File: config.mk
export PLATFORM = sky130hd
export DESIGN_NAME = markup_comment_stripper_unit_flat
export DESIGN_NICKNAME = d
export VERILOG_FILES = /design/src/sv/msc_pkg.sv /design/src/sv/msc_if.sv /design/src/sv/msc_matcher.sv /design/src/sv/msc_emitter.sv /design/src/sv/markup_comment_stripper_unit.sv /design/src/flat_wrapper.sv
export VERILOG_INCLUDE_DIRS = /design/src /design/src/sv
export SDC_FILE = /design/constraint.sdc
export NUM_CORES = 1
export LEC_CHECK = 0
export BUFFER_PORTS_ARGS = -buffer_cell sky130_fd_sc_hd__buf_4
export CORE_UTILIZATION = 55
export CTS_BUF_LIST = sky130_fd_sc_hd__clkbuf_2 sky130_fd_sc_hd__clkbuf_4 sky130_fd_sc_hd__clkbuf_8
export CTS_CLUSTER_SIZE = 25
export DETAILED_ROUTE_END_ITERATION = 16
export HOLD_SLACK_MARGIN = 0.05
export PLACE_DENSITY = 0.74
export SLEW_MARGIN = 20
export SYNTH_ARGS = -nofsm -noshare
export SYNTH_HDL_FRONTEND = slang
export SYNTH_SLANG_ARGS = --single-unit
File: constraint.sdc
create_clock -name clk -period 6.6 [get_ports clk]
set_input_delay 0.33 -clock clk [delete_from_list [all_inputs] [get_ports clk]]
set_output_delay 0.33 -clock clk [all_outputs]
set_load 0.05 [all_outputs]
File: src/sv/markup_comment_stripper_unit_defines.svh
// assertion macros for the markup comment stripper
// used by the top level only, no other dependencies
`ifndef MARKUP_COMMENT_STRIPPER_UNIT_DEFINES_SVH
`define MARKUP_COMMENT_STRIPPER_UNIT_DEFINES_SVH

`ifndef SYNTHESIS

`define MSC_ASSERT_SAME(lbl, clk, rst_n, ante, cons) \
    lbl: assert property (@(posedge clk) disable iff (!rst_n) (ante) |-> (cons)) \
        else $error("assertion failed");

`define MSC_ASSERT_NEXT(lbl, clk, rst_n, ante, cons) \
    lbl: assert property (@(posedge clk) disable iff (!rst_n) (ante) |=> (cons)) \
        else $error("assertion failed");

`else

`define MSC_ASSERT_SAME(lbl, clk, rst_n, ante, cons)

`define MSC_ASSERT_NEXT(lbl, clk, rst_n, ante, cons)

`endif

`endif

File: src/sv/msc_pkg.sv
// shared types, character codes and the helper function of the comment stripper
// no dependencies
package msc_pkg;

    localparam int MaxResults = 4;
    localparam int CountW     = $clog2(MaxResults + 1);

    localparam logic [7:0] CharLt   = 8'h3C;
    localparam logic [7:0] CharBang = 8'h21;
    localparam logic [7:0] CharDash = 8'h2D;
    localparam logic [7:0] CharGt   = 8'h3E;

    typedef struct packed {
        logic [7:0] in_byte;
        logic       end_of_text;
    } in_beat_t;

    typedef struct packed {
        logic [7:0] out_byte;
        logic       has_byte;
        logic       last;
    } out_beat_t;

    typedef struct packed {
        logic                        valid;
        logic                        closing;
        logic                        idle;
        logic [CountW-1:0]           count;
        out_beat_t [MaxResults-1:0]  entries;
    } res_list_t;

    typedef struct packed {
        logic              take;
        logic [CountW-1:0] level;
    } emit_stat_t;

    // n-th byte of the opener "<!--"
    function automatic logic [7:0] opener_byte(input logic [1:0] idx);
        logic [7:0] b;
        case (idx)
            2'd0:    b = CharLt;
            2'd1:    b = CharBang;
            default: b = CharDash;
        endcase
        return b;
    endfunction

endpackage

File: src/sv/msc_if.sv
// valid/ready channels of the comment stripper, text side and result side
// depends on msc_pkg
interface msc_in_if;
    logic               valid;
    logic               ready;
    msc_pkg::in_beat_t  data;

    modport source (output valid, output data, input ready);
    modport sink   (input valid, input data, output ready);
endinterface

interface msc_out_if;
    logic               valid;
    logic               ready;
    msc_pkg::out_beat_t data;

    modport source (output valid, output data, input ready);
    modport sink   (input valid, input data, output ready);
endinterface

File: src/sv/msc_matcher.sv
// input register, opener/closer matcher and result list builder
// depends on msc_pkg and msc_if
module msc_matcher (
    input  logic                 clk,
    input  logic                 rst_n,
    msc_in_if.sink               text,
    input  msc_pkg::emit_stat_t  stat,
    output msc_pkg::res_list_t   list
);
    import msc_pkg::*;

    typedef enum logic [2:0] {
        PH_OUT          = 3'd0,
        PH_LT           = 3'd1,
        PH_LT_BANG      = 3'd2,
        PH_LT_BANG_DASH = 3'd3,
        PH_IN           = 3'd4,
        PH_IN_DASH      = 3'd5,
        PH_IN_DASH2     = 3'd6
    } phase_t;

    phase_t     phase_reg;
    phase_t     phase_next;
    logic       pend_reg;
    in_beat_t   beat_reg;
    logic       load;

    out_beat_t [MaxResults-1:0] entries;
    logic [CountW-1:0]          n;

    // bytes of a partial opener held in a phase
    function automatic logic [1:0] held_count(input phase_t ph);
        logic [1:0] h;
        case (ph)
            PH_LT:           h = 2'd1;
            PH_LT_BANG:      h = 2'd2;
            PH_LT_BANG_DASH: h = 2'd3;
            default:         h = 2'd0;
        endcase
        return h;
    endfunction

    assign load       = pend_reg && stat.take;
    assign text.ready = !pend_reg || stat.take;

    always_comb
    begin
        logic [7:0] b;
        logic [1:0] h;
        logic [1:0] h2;
        b          = beat_reg.in_byte;
        h          = held_count(phase_reg);
        h2         = 2'd0;
        n          = '0;
        entries    = '0;
        phase_next = phase_reg;
        case (phase_reg)
            PH_IN:
            begin
                phase_next = (b == CharDash) ? PH_IN_DASH : PH_IN;
            end
            PH_IN_DASH:
            begin
                phase_next = (b == CharDash) ? PH_IN_DASH2 : PH_IN;
            end
            PH_IN_DASH2:
            begin
                if (b == CharGt)
                    phase_next = PH_OUT;
                else if (b == CharDash)
                    phase_next = PH_IN_DASH2;
                else
                    phase_next = PH_IN;
            end
            default:
            begin
                // outside a comment, unused code acts as nothing held
                if (b == opener_byte(h))
                begin
                    if (h == 2'd3)
                        phase_next = PH_IN_DASH2;
                    else
                        phase_next = phase_t'({1'b0, h} + 3'd1);
                end
                else
                begin
                    for (int i = 0; i < 3; i++)
                    begin
                        if (2'(i) < h)
                        begin
                            entries[n[1:0]] = '{out_byte: opener_byte(2'(i)),
                                                has_byte: 1'b1, last: 1'b0};
                            n = n + 1'b1;
                        end
                    end
                    if (b == CharLt)
                        phase_next = PH_LT;
                    else
                    begin
                        entries[n[1:0]] = '{out_byte: b, has_byte: 1'b1, last: 1'b0};
                        n          = n + 1'b1;
                        phase_next = PH_OUT;
                    end
                end
            end
        endcase

        if (beat_reg.end_of_text)
        begin
            // flush a partial opener, close the text
            h2 = held_count(phase_next);
            for (int i = 0; i < 3; i++)
            begin
                if (2'(i) < h2)
                begin
                    entries[n[1:0]] = '{out_byte: opener_byte(2'(i)),
                                        has_byte: 1'b1, last: 1'b0};
                    n = n + 1'b1;
                end
            end
            if (n == '0)
            begin
                entries[0] = '{out_byte: 8'h00, has_byte: 1'b0, last: 1'b0};
                n          = n + 1'b1;
            end
            entries[2'(n - 1'b1)].last = 1'b1;
            phase_next = PH_OUT;
        end
    end

    assign list.valid   = pend_reg;
    assign list.closing = beat_reg.end_of_text;
    assign list.idle    = (phase_reg == PH_OUT);
    assign list.count   = n;
    assign list.entries = entries;

    always_ff @(posedge clk or negedge rst_n)
    begin
        if (!rst_n)
        begin
            phase_reg <= PH_OUT;
            pend_reg  <= 1'b0;
            beat_reg  <= '0;
        end
        else
        begin
            if (load)
                phase_reg <= phase_next;
            if (text.ready)
                pend_reg <= text.valid;
            if (text.valid && text.ready)
                beat_reg <= text.data;
        end
    end

endmodule

File: src/sv/msc_emitter.sv
// result register that hands out a result list one beat at a time
// depends on msc_pkg and msc_if
module msc_emitter (
    input  logic                 clk,
    input  logic                 rst_n,
    input  msc_pkg::res_list_t   list,
    output msc_pkg::emit_stat_t  stat,
    msc_out_if.source            stripped
);
    import msc_pkg::*;

    logic [CountW-1:0]          level_reg;
    logic [CountW-1:0]          level_next;
    out_beat_t [MaxResults-1:0] slot_reg;
    out_beat_t [MaxResults-1:0] slot_next;
    logic                       pop;
    logic                       take;
    logic                       load;

    assign stripped.valid = (level_reg != '0);
    assign stripped.data  = slot_reg[0];
    assign pop            = stripped.valid && stripped.ready;

    // room for a new list once the last held beat leaves
    assign take = (list.count == '0) || (level_reg == '0)
                  || ((level_reg == CountW'(1)) && stripped.ready);
    assign load = list.valid && take && (list.count != '0);

    assign stat.take  = take;
    assign stat.level = level_reg;

    always_comb
    begin
        slot_next  = slot_reg;
        level_next = level_reg;
        if (load)
        begin
            slot_next  = list.entries;
            level_next = list.count;
        end
        else if (pop)
        begin
            for (int i = 0; i < MaxResults - 1; i++)
                slot_next[i] = slot_reg[i+1];
            level_next = level_reg - 1'b1;
        end
    end

    always_ff @(posedge clk or negedge rst_n)
    begin
        if (!rst_n)
        begin
            level_reg <= '0;
            slot_reg  <= '0;
        end
        else
        begin
            level_reg <= level_next;
            slot_reg  <= slot_next;
        end
    end

endmodule

File: src/sv/markup_comment_stripper_unit.sv
// markup comment stripper: removes <!-- ... --> comments from a byte stream
// top level, depends on msc_pkg, msc_if, msc_matcher, msc_emitter and the defines header
//
// text channel: one byte per beat with an end-of-text flag on the final byte
// stripped channel: one result per beat (byte, has-byte flag, last flag)
// each text beat is registered, matched against the opener and closer and
// turned into a list of zero to four results that the result register hands
// out one beat per cycle while the stripped channel is ready
// a text beat passes the input register and then the result register before
// its first result is offered; one text beat per cycle while each beat makes at
// most one result and the stripped channel is ready; a beat that makes several
// results holds the text channel until its last result leaves the single result
// register; bytes inside a comment make no result and pass at one per cycle
// reset clears the matcher to outside with nothing held and empties both registers
// a stall on the stripped channel holds the offered result; the text channel
// keeps taking beats until the input register holds one that makes results
`include "markup_comment_stripper_unit_defines.svh"

module markup_comment_stripper_unit (
    input  logic       clk,
    input  logic       rst_n,
    msc_in_if.sink     text,
    msc_out_if.source  stripped
);
    import msc_pkg::*;

    res_list_t  list;
    emit_stat_t stat;

    msc_matcher u_matcher (
        .clk   (clk),
        .rst_n (rst_n),
        .text  (text),
        .stat  (stat),
        .list  (list)
    );

    msc_emitter u_emitter (
        .clk      (clk),
        .rst_n    (rst_n),
        .list     (list),
        .stat     (stat),
        .stripped (stripped)
    );

    `MSC_ASSERT_SAME(a_close_has_result, clk, rst_n, list.valid && list.closing,
                     list.count != '0)
    `MSC_ASSERT_NEXT(a_close_resets, clk, rst_n,
                     list.valid && list.closing && stat.take, list.idle)
    `MSC_ASSERT_SAME(a_level_bound, clk, rst_n, 1'b1, stat.level <= CountW'(MaxResults))
    `MSC_ASSERT_SAME(a_no_overrun, clk, rst_n,
                     list.valid && (list.count != '0) && (stat.level > CountW'(1)),
                     !stat.take)

endmodule
File: src/flat_wrapper.sv
// flat-port wrapper written by rule: the top's interface ports become plain ports
module markup_comment_stripper_unit_flat import msc_pkg::*;
  (clk, rst_n, text_valid, text_data, text_ready, stripped_valid, stripped_data, stripped_ready);
  msc_in_if text_i ();
  msc_out_if stripped_i ();
  input  logic clk;
  input  logic rst_n;
  input wire logic [$bits(text_i.valid)-1:0] text_valid;
  input wire logic [$bits(text_i.data)-1:0] text_data;
  output wire logic [$bits(text_i.ready)-1:0] text_ready;
  output wire logic [$bits(stripped_i.valid)-1:0] stripped_valid;
  output wire logic [$bits(stripped_i.data)-1:0] stripped_data;
  input wire logic [$bits(stripped_i.ready)-1:0] stripped_ready;
  assign text_i.valid = text_valid;
  assign text_i.data = text_data;
  assign text_ready = text_i.ready;
  assign stripped_valid = stripped_i.valid;
  assign stripped_data = stripped_i.data;
  assign stripped_i.ready = stripped_ready;
  markup_comment_stripper_unit u_core (.clk(clk), .rst_n(rst_n), .text(text_i), .stripped(stripped_i));
endmodule
Word-level counts from Yosys, hierarchy flattened:

Cells that the tools add are included.

* equality and inequality tests: 16
* $add $sub $neg: 10
* multiplexer cells: 92
* order comparisons: 20
* reductions and logical operators: 24

Operators by type and width (number)
* $mux 40: 16
* $bwmux 40: 7
* $demux 10 s2: 7
* $mux 8: 14
* $mux 10: 10
* $mux 3: 26
* $mux 30: 2
* $eq 8x6->1 const B: 3
* $add 3x1->3 const B: 7
* $lt 2x3->1 const B: 7
* $ge 2x1->1 const B: 7
* $eq 3x2->1 const B: 4
* $logic_and 1x1->1: 12
* $pmux 2 s3: 2
* $pmux 5 s2: 1
* $eq 3x1->1 const B: 3
* $eq 3x3->1 const B: 3
* $logic_not 3->1: 3
* $pmux 3 s3: 1
* $eq 8x8->1: 1
* $lt 1x2->1 const A: 4
* $reduce_bool 3->1: 2
* $lt 2x2->1 const A: 2
* $mux 1: 4
* other kinds (11): 14

* output and inout port bits: 12
* bits of input ports: 13
* word-level logic and storage cells: 179
* flip-flop bits (word level): 56

Longest topological paths before layout:

Gate-level depths: netlist of the first run.

* word-level depth: 40
* gate-level depth with buffers: 26
* mapped depth without buffers: 22

By module:

From an unflattened synthesis of the first run, not the netlist that was laid out.

* cells, all modules: 554
* area total of the unflattened synthesis: 4865.9 sq um

By module, submodules not included
* msc_emitter: area an instance 2488.6 sq um, cells each 240, seq. area each 1076.0 sq um, instances 1
* msc_matcher: area an instance 2377.3 sq um, cells each 314, seq. area each 325.3 sq um, instances 1

Least setup slack after synthesis of the first run:

No wires, ideal clock.

* path kind: register -> output
* start: register u_core.u_matcher.phase_reg[2]
* end: output port text_ready
* path slack: 0.649 ns
* buffers on the path: 2
* stages on the path, launching flop included: 24
* arrival: 5.621 ns
* required time: 6.270 ns
* path through: dfrtp_1 > clkbuf_1 > nor2b_1 > inv_1 > ha_1 > and4bb_2 > or2_2 > a31oi_2 > nand2_1 > ha_1 > a21o_1 > ha_1 > a211o_1 > ha_1 > a311oi_2 > inv_1 > ha_1 > nor2b_1 > o21ai_0 > o211ai_2 > o2111a_2 > nand2_2 > buf_6 > nand2_1

* cells in the longest elaborated chain, start to end: 35
* elaborated cells on any way between the ends: 62
* classes of those cells: add/sub (8); order compare (6); eq/ne (12); mux (29); reduce/logical (7)

Ends and longest elaborated chain
* start: declaration: line msc_matcher.sv:22 `phase_t phase_reg;`
* start signal: assignment: line msc_matcher.sv:148 `phase_reg <= phase_next;`
* $eq 3x2->1 / $eq 3x1->1 (equally long branches): line msc_matcher.sv:34 `case (ph)`
* $pmux 2 s3: line msc_matcher.sv:34
* $lt 1x2->1: line msc_matcher.sv:89 `if (2'(i) < h)`
* $mux 1: line msc_matcher.sv:89
* $mux 3: line msc_matcher.sv:78 `if (b == opener_byte(h))`
* $mux 3: line msc_matcher.sv:57 `case (phase_reg)`
* $add 3x1->3: line msc_matcher.sv:93 `n = n + 1'b1;`
* $mux 3: line msc_matcher.sv:89
* [19 not listed]
* $add 3x1->3 / $logic_not 3->1 (equally long branches): line msc_matcher.sv:124, msc_matcher.sv:121
* $mux 3: line msc_matcher.sv:121 `if (n == '0)`
* $mux 3: line msc_matcher.sv:108 `if (beat_reg.end_of_text)`
* $mux 3 *: line msc_matcher.sv:108
* $logic_not 3->1 *: line msc_emitter.sv:25 `assign take = (list.count == '0) || (level_reg == '0)`
* $logic_or 1x1->1 *: line msc_emitter.sv:25
* $logic_or 1x1->1 *: line msc_emitter.sv:26 `|| ((level_reg == CountW'(1)) && stripped.ready);`
* $logic_or 1x1->1 *: line msc_matcher.sv:44 `assign text.ready = !pend_reg || stat.take;`
* end: declaration: line flat_wrapper.sv:10 `output wire logic [$bits(text_i.ready)-1:0] text_ready;`

Every way passes the cells marked *; elsewhere a longest branch is shown, timed or not. The select of a mux whose other input is x is not followed.

Worst setup path in the final report of the first run:

* start: register u_core.u_matcher.phase_reg[0]
* end: output port text_ready

The elaborated chain is that of the path after synthesis.

==> metrics.md, run 1 <==
| Metric | Value |
|---|---|
| Final Instance Area | between 4000 and 5000 µm² |
| Clock Skews | between 10 and 15 ps |
| DR pass1 iterations | 5 |
| Port Buffer Count | 24 |
| Largest net degree at the start of global routing | 57 |
| Total number of vias | around 4100 |
| Worst-Margin Slew | approximately 1000 ps |
| Number of fill cells in the layout | 694 |
| Share of cells above drive strength 1 | around 15% |
| Hold Violations, Final | 0 |
| Crit-path max FO | 11 |
| FP Rows | 32 |
| Setup violators final | 0 |
| DRC viols | 0 |
| Placed inst area | 4640 µm² |
| Core ar. | a little under 8000 µm² |
| TritonCTS clock tree | yes |
| Worst Path Required | approximately 6300 ps |
| Period utilization | ~93% |
| Maximum clock rate | 162 MHz |
| Clock Path Buffers | 2 |
| Storage cell area | 1410 µm² |
| Diode count | 0 |
| Cells along the critical path | nor2_2, nor2_4, inv_2, ha_1, and4bb_2, or2_2, a31oi_2, o21ai_2, and2_1, xnor2_1, ha_1, a211o_1, ha_1, a311oi_2, inv_1, ha_1, nor2b_1, o21ai_0, o211ai_2, o2111a_2, nand2_2, nand2_1, buf_4 |
| Syn Nets | between 500 and 600 |
| Flops & latches, synth | 56 |
| Placer Congestion | 0.994 |
| Fin cells | 624 |
| Max Cap Viol | 0 |
| Bufs and invs on worst path | 3 |
| CP Class | reg2out |
| Avg Cell Area, Syn | between 8 and 9 µm² |
| CP top delay family | compound AO/OA/AOI/OAI gates |
| Main synth FF type | dfrtp_1 |
| Initial drt markers | around 470 |
| # placed instances | between 600 and 700 |
| Yosys top cell area share | a little under a third |
| Arrival @ worst endpoint | slightly below 6000 ps |
| Hold Crit Class | in2async |
| Ranking of synthesized cells by area | dfrtp_1, mux2i_1, ha_1 |
| Fin crit period | just over 6000 ps |
| Initial core utilization | 57.7% |
| Max-slew headroom | 31.2% |
| Crit-path max cell delay | ~500 ps |
| Max-slew violation total from the final report | 0 |
| RSZ-0062 raised after global routing | no |
| Nets | about 560 |
| Clock sinks | 56 |
| Total negative setup slack | 0 ps |
| Post-DP HPWL | between 9000 and 10000 µm |
| Total grt overflow | 0 |
| Post-synth ARST share | 100% |
| I/O pin cnt | 25 |
| All-Layer GR Usage | between 20 and 30% |
| Area delta synth->final | 5.36% |
| Die Ht | 93 µm |
| Root Driver | clkbuf_8 |
| Netlist cell types | between 70 and 80 |
| Worst skew pair latency | between 300 and 400 ps |
| Number of flip-flops in the largest register | 30 |
| H-tree Lvls | 2 |
| Top-count cell post-synth | nand2_1 |
| Crit-path most repeated cell | ha_1 |
| Setup crit start kind | register |
| Post-synth EDFFs | 0 |
| Die area | about 8600 µm² |
| Status | complete, no violations |
| Multi-input logic area | ~2800 µm² |
| Synth Cell Area | 4550 µm² |
| Clock transition at path regs | ~110 ps |
| Syn Inst Count | 530 |
| Vias in the first global route | ~3800 |
| Initial antenna violation count | 0 |
| Vias per inst | 6.51 |
| Seq/Total Area, Yosys | a little under a third |
| Synth top cells by count | nand2_1, dfrtp_1, mux2i_1 |
| Yosys warns | 0 |
| Critical path endpoint category | primary output |
| Wire per inst | between 15 and 20 µm |
| CTS Buf Count | 5 |
| First-pass GRT wire length | about 20000 µm |
| Routed Antenna Nets | 0 |
| Dominant cell type by area after synthesis | dfrtp_1 |
| Chip Width | just over 90 µm |
| Crit path max-delay cell type | dfrtp_2 |
| Post-Route WL | 12400 µm |
cell type report:
class	instances	area share, %
Inverter	30	2.35
Clock buffer	5	1.43
Clock inverter	3	0.574
Multi-Input combinational cell	394	58.4
Timing Repair Buffer	34	5.32
Sequential cell	56	29.3
Tap cell	102	2.66
what timing repair did:
action	CTS	global route
endpoints found under the setup margin	1	44
gates cloned	0	0
gates resized for setup	1	7
pin swaps	0	1
buffers inserted	0	4
hold buffers	0	0
cell usage in the layout (no fill, tap or decap), drive strengths merged, types with 3 or more instances in the layout:
| master | Yosys | routed |
|---|---|---|
| a31oi | 23 | 23 |
| o2bb2ai | 5 | 5 |
| buf | 30 | 34 |
| mux2i | 42 | 42 |
| nor2b | 5 | 5 |
| nand2 | 61 | 61 |
| clkbuf | 20 | 5 |
| inv | 30 | 31 |
| ha | 24 | 24 |
| o211ai | 3 | 3 |
| o22ai | 15 | 15 |
| nand3 | 25 | 25 |
| and2 | 6 | 6 |
| a22oi | 17 | 17 |
| nor3 | 7 | 7 |
| dfrtp | 56 | 56 |
| a32o | 4 | 4 |
| o21ai | 35 | 35 |
| and4b | 3 | 3 |
| xnor2 | 6 | 6 |
| a21oi | 28 | 28 |
| o311ai | 11 | 11 |
| nor3b | 3 | 3 |
| nor2 | 29 | 29 |
worst reg2reg max path: cells and delay by family, from the launching register on:
family                   cells  cell delay, ps
adder cells (fa/ha/maj)      4            1200
flip-flops                   1             490
buffers and inverters        3             480
XOR/XNOR                     1             270
AND/OR/NAND/NOR              7            1340
AO/OA/AOI/OAI                8            1920
metrics by stage:
| stage | utilization (%) | setup WS, ps | hold WS, ps |
|---|---|---|---|
| after global routing | 60.8 | 2.16 | 119 |
| after floorplan | - | 649 | 34.4 |
| after global placement | 58.9 | 570 | 425 |
| after detailed placement | 58.9 | 326 | 424 |
| after CTS | 60.2 | 140 | 84.8 |
| final | 60.8 | 441 | 42.7 |
kinds of logic after synthesis:
group | after synthesis | synth area share (%)
XOR/XNOR | 8 | 1.70
multiplexers | 42 | 9.23
flip-flops | 56 | 30.8
AND/OR/NAND/NOR | 151 | 16.3
adder cells (fa/ha/maj) | 24 | 6.59
buffers and inverters | 80 | 8.41
AO/OA/AOI/OAI | 169 | 27.0
layer usage:
layer / share of wire, % / GRT usage (%) / up-vias
li1: - / - / 1924
met1: 46 / 44.1 / 1941
met2: 45 / 46.1 / 177
met3: 7.6 / 3.50 / 23
met4: 1.6 / 6.03 / 0
met5: 0 / 0 / -
path summary, 6_finish.rpt:
| check | from | endpoint | slack (ps) | cells after the start |
|---|---|---|---|---|
| setup reg to reg | u_core.u_matcher.phase_reg[0] | u_core.u_emitter.slot_reg[34] | 800 | 23 |
| hold / removal | rst_n | u_core.u_emitter.slot_reg[20] | 40 | 1 |
| min in group clk | text_data[0] | u_core.u_matcher.list[44] | 330 | 3 |
| setup / recovery | u_core.u_matcher.phase_reg[0] | text_ready | 440 | 23 |
| hold reg to reg | u_core.u_emitter.slot_reg[30] | u_core.u_emitter.slot_reg[30] | 510 | 1 |
| max in group asynchronous | rst_n | u_core.u_matcher.phase_reg[1] | 6060 | 1 |
Power of run 1 is left out: the tool's default activity adds up to more than one toggle a clock period on the data nets, which glitch-free logic cannot reach.
==> run 2: changes to the inputs <==
ABC_AREA = 1   (was default)
CORE_UTILIZATION = 40   (was 55)
PLACE_DENSITY = 0.57   (was 0.74)
==> metrics.md, run 2 <==
| Metric | Value |
|---|---|
| Status | complete, no violations |
| Avg Cell Area, Syn | between 6 and 7 µm² |
| Commonest non-fill, non-tap cells in the layout | nand2_1, nand3_1, dfrtp_1, inv_1, nor2_1 |
| Max Cap Viol | 0 |
| Worst R2R Setup Slack | ~620 ps |
| Worst r2r dst | u_core.u_emitter.slot_reg[23] |
| CTS Buf Count | 5 |
| Die Ht | 108 µm |
| RR Startpoint | u_core.u_matcher.phase_reg[2] |
| Hold buffer count at cts | 0 |
| DR pass1 iterations | 5 |
| Critical path endpoint category | primary output |
| Post-Route WL | roughly 12000 µm |
| Die area | around 12000 µm² |
| Clock transition at path regs | ~100 ps |
| Power Internal | roughly 740 µW |
| CP Class | reg2out |
| Clock Skews | about 7.8 ps |
| Synth top cells by count | nand2_1, nand3_1, dfrtp_1 |
| Vias per inst | around 5.2 |
| Vias in the first global route | around 3800 |
| Final Power | approximately 1.5 mW |
| Fin crit period | approximately 6000 ps |
| Placer Congestion | 0.965 |
| Total negative setup slack | 0 ps |
| Post-synth ARST share | 100% |
| Hold Crit Class | in2async |
| Total number of vias | slightly above 4000 |
| Ranking of synthesized cells by area | dfrtp_1, nand2_1, nand3_1 |
| Hold Violations, Final | 0 |
| Leak Pwr | 2.53 nW |
| Hold slack | roughly 37 ps |
| Setup crit start kind | register |
| Sw Ratio | 51.1% |
| Arrival @ worst endpoint | between 5000 and 6000 ps |
| Crit path max-delay cell type | dfrtp_1 |
| Top-count cell post-synth | nand2_1 |
| Worst Path Required | about 6300 ps |
| RSZ-0062 raised after global routing | no |
| Total grt overflow | 0 |
| Period utilization | 91.3% |
| Worst skew pair latency | between 300 and 400 ps |
| Syn Nets | around 700 |
| # Post-CTS Setup Buffers | 0 |
| Clock sinks | 56 |
| Synth Cell Area | 4470 µm² |
| Dominant cell type by area after synthesis | dfrtp_1 |
| Root Driver | clkbuf_8 |
| Diode count | 0 |
| Syn Inst Count | ~660 |
| TritonCTS clock tree | yes |
| Flops & latches, synth | 56 |
| Core ar. | 10800 µm² |
| Yosys warns | 0 |
| Number of flip-flops in the largest register | 30 |
| H-tree Lvls | 2 |
| Logic pwr share | a little over half |
| Crit-path most repeated cell | nand2_1 |
| Setup violators final | 0 |
| First-pass GRT wire length | a little under 20000 µm |
| Initial antenna violation count | 0 |
| Largest net degree at the start of global routing | between 50 and 60 |
| Crit-path max cell delay | approximately 500 ps |
| Number of fill cells in the layout | about 1100 |
| Initial core utilization | between 40% and 50% |
| Crit-path max FO | 12 |
| Storage cell area | between 1000 and 1500 µm² |
| Net Switching | between 700 and 800 µW |
| CTS resizes | 0 |
| Initial drt markers | between 200 and 300 |
| Seq/Total Area, Yosys | 31.4% |
| Chip Width | roughly 110 µm |
| Nets | 693 |
| Most common cell after layout, fill and taps aside | nand2_1 |
| Post-DP HPWL | just over 9000 µm |
| Multi-input logic area | between 2000 and 3000 µm² |
| Worst-Margin Slew | around 860 ps |
| Maximum clock rate | 166 MHz |
| Reg2Reg Depth | 38 |
| I/O pin cnt | 25 |
| Max-slew headroom | between 40% and 50% |
| Clock group share of total power | between 10% and 20% |
| Post-synth EDFFs | 0 |
| Routed Antenna Nets | 0 |
| VDD IR-drop max | roughly 170 µV |
| Clock Path Buffers | 2 |
| Sequential share of power | 34.3% |
| P per Cell Area | about 320 nW/µm² |
| Share of cells above drive strength 1 | between 10% and 20% |
| All-Layer GR Usage | 21.8% |
| Port Buffer Count | 24 |
| FP Rows | 38 |
| Max-slew violation total from the final report | 0 |
| Yosys top cell area share | 31.4% |
| Netlist cell types | 40 |
| Wire per inst | roughly 15 µm |
| Area delta synth->final | 5.04% |
| DRC viols | 0 |
| Main synth FF type | dfrtp_1 |
==> run 2: cell count changes after synthesis, moves of 10 or more <==
cell,previous run,this run
a22oi_1,16,3
a31oi_1,22,0
clkbuf_1,20,9
inv_1,29,53
inv_2,1,11
mux2i_1,42,1
nand2_1,60,219
nand2_2,1,11
nand3_1,25,97
o21ai_1,2,15
o22ai_1,15,3
==> run 2: per-layer routing <==
| layer | global-route usage (%) | wire length, µm | vias to the layer above |
|---|---|---|---|
| li1 | - | - | 2105 |
| met1 | 30.9 | 5730 | 1940 |
| met2 | 34.7 | 5440 | 82 |
| met3 | 3.09 | 521 | 17 |
| met4 | 5.48 | 193 | 0 |
| met5 | 0 | 0 | - |
==> run 2: how the worst max path moves through the flow <==
stage	slack (ps)	startpoint	end
6_report	570	u_core.u_matcher.phase_reg[2]	text_ready
5_1_grt	40	u_core.u_matcher.phase_reg[2]	text_ready
4_1_cts	360	u_core.u_matcher.phase_reg[2]	text_ready
3_5_place_dp	620	u_core.u_matcher.phase_reg[2]	u_core.u_emitter.slot_reg[21]
3_3_place_gp	860	u_core.u_matcher.phase_reg[2]	u_core.u_emitter.stripped.data[7]
2_1_floorplan	1560	u_core.u_matcher.phase_reg[2]	text_ready
==> run 2: power groups by stage <==
stage	sequential [mW]	combinational, mW	clock [mW]
4_1_cts	0.518	0.791	0.210
3_3_place_gp	0.524	0.787	0
2_1_floorplan	0.483	0.683	0
5_1_grt	0.531	0.886	0.225
6_report	0.518	0.792	0.202
3_5_place_dp	0.525	0.788	0
==> run 2: layout make-up <==
| type | count | share of cell area (%) |
|---|---|---|
| clock buffers | 7 | 1.92 |
| multi-input cells | 500 | 54.7 |
| repair buffers | 27 | 4.32 |
| clock inverters | 1 | 0.160 |
| inverters | 66 | 5.33 |
| flip-flops and latches | 56 | 29.9 |
| well taps | 140 | 3.73 |
==> run 2: cells by family after synthesis <==
family,count (synthesis),synth area share [%]
buffers and inverters,102,11.4
flip-flops,56,31.4
AND/OR/NAND/NOR,393,39.8
adder cells (fa/ha/maj),24,6.72
AO/OA/AOI/OAI,80,10.1
XOR/XNOR,2,0.392
multiplexers,1,0.224
==> run 2: through the flow <==
| step | instances | setup slack (ps) | instance area [µm²] | utilization [%] |
|---|---|---|---|---|
| final | 797 | 572 | 4690 | 43.3 |
| after global routing | 797 | 35.5 | 4690 | 43.3 |
| after CTS | 797 | 357 | 4680 | 43.2 |
| after floorplan | 658 | 1560 | 4470 | - |
| after detailed placement | 789 | 619 | 4580 | 42.3 |
| after global placement | 789 | 865 | 4580 | 42.3 |
==> run 2: critical path, delay by kind of cell, from the launching register on <==
kind / cells / cell delay (ps)
compound gates: 1 / 120
fa+ha+maj: 5 / 1330
buf+inv: 8 / 980
flops: 1 / 500
simple gates: 20 / 2440
(Power assumes the default switching activity.)
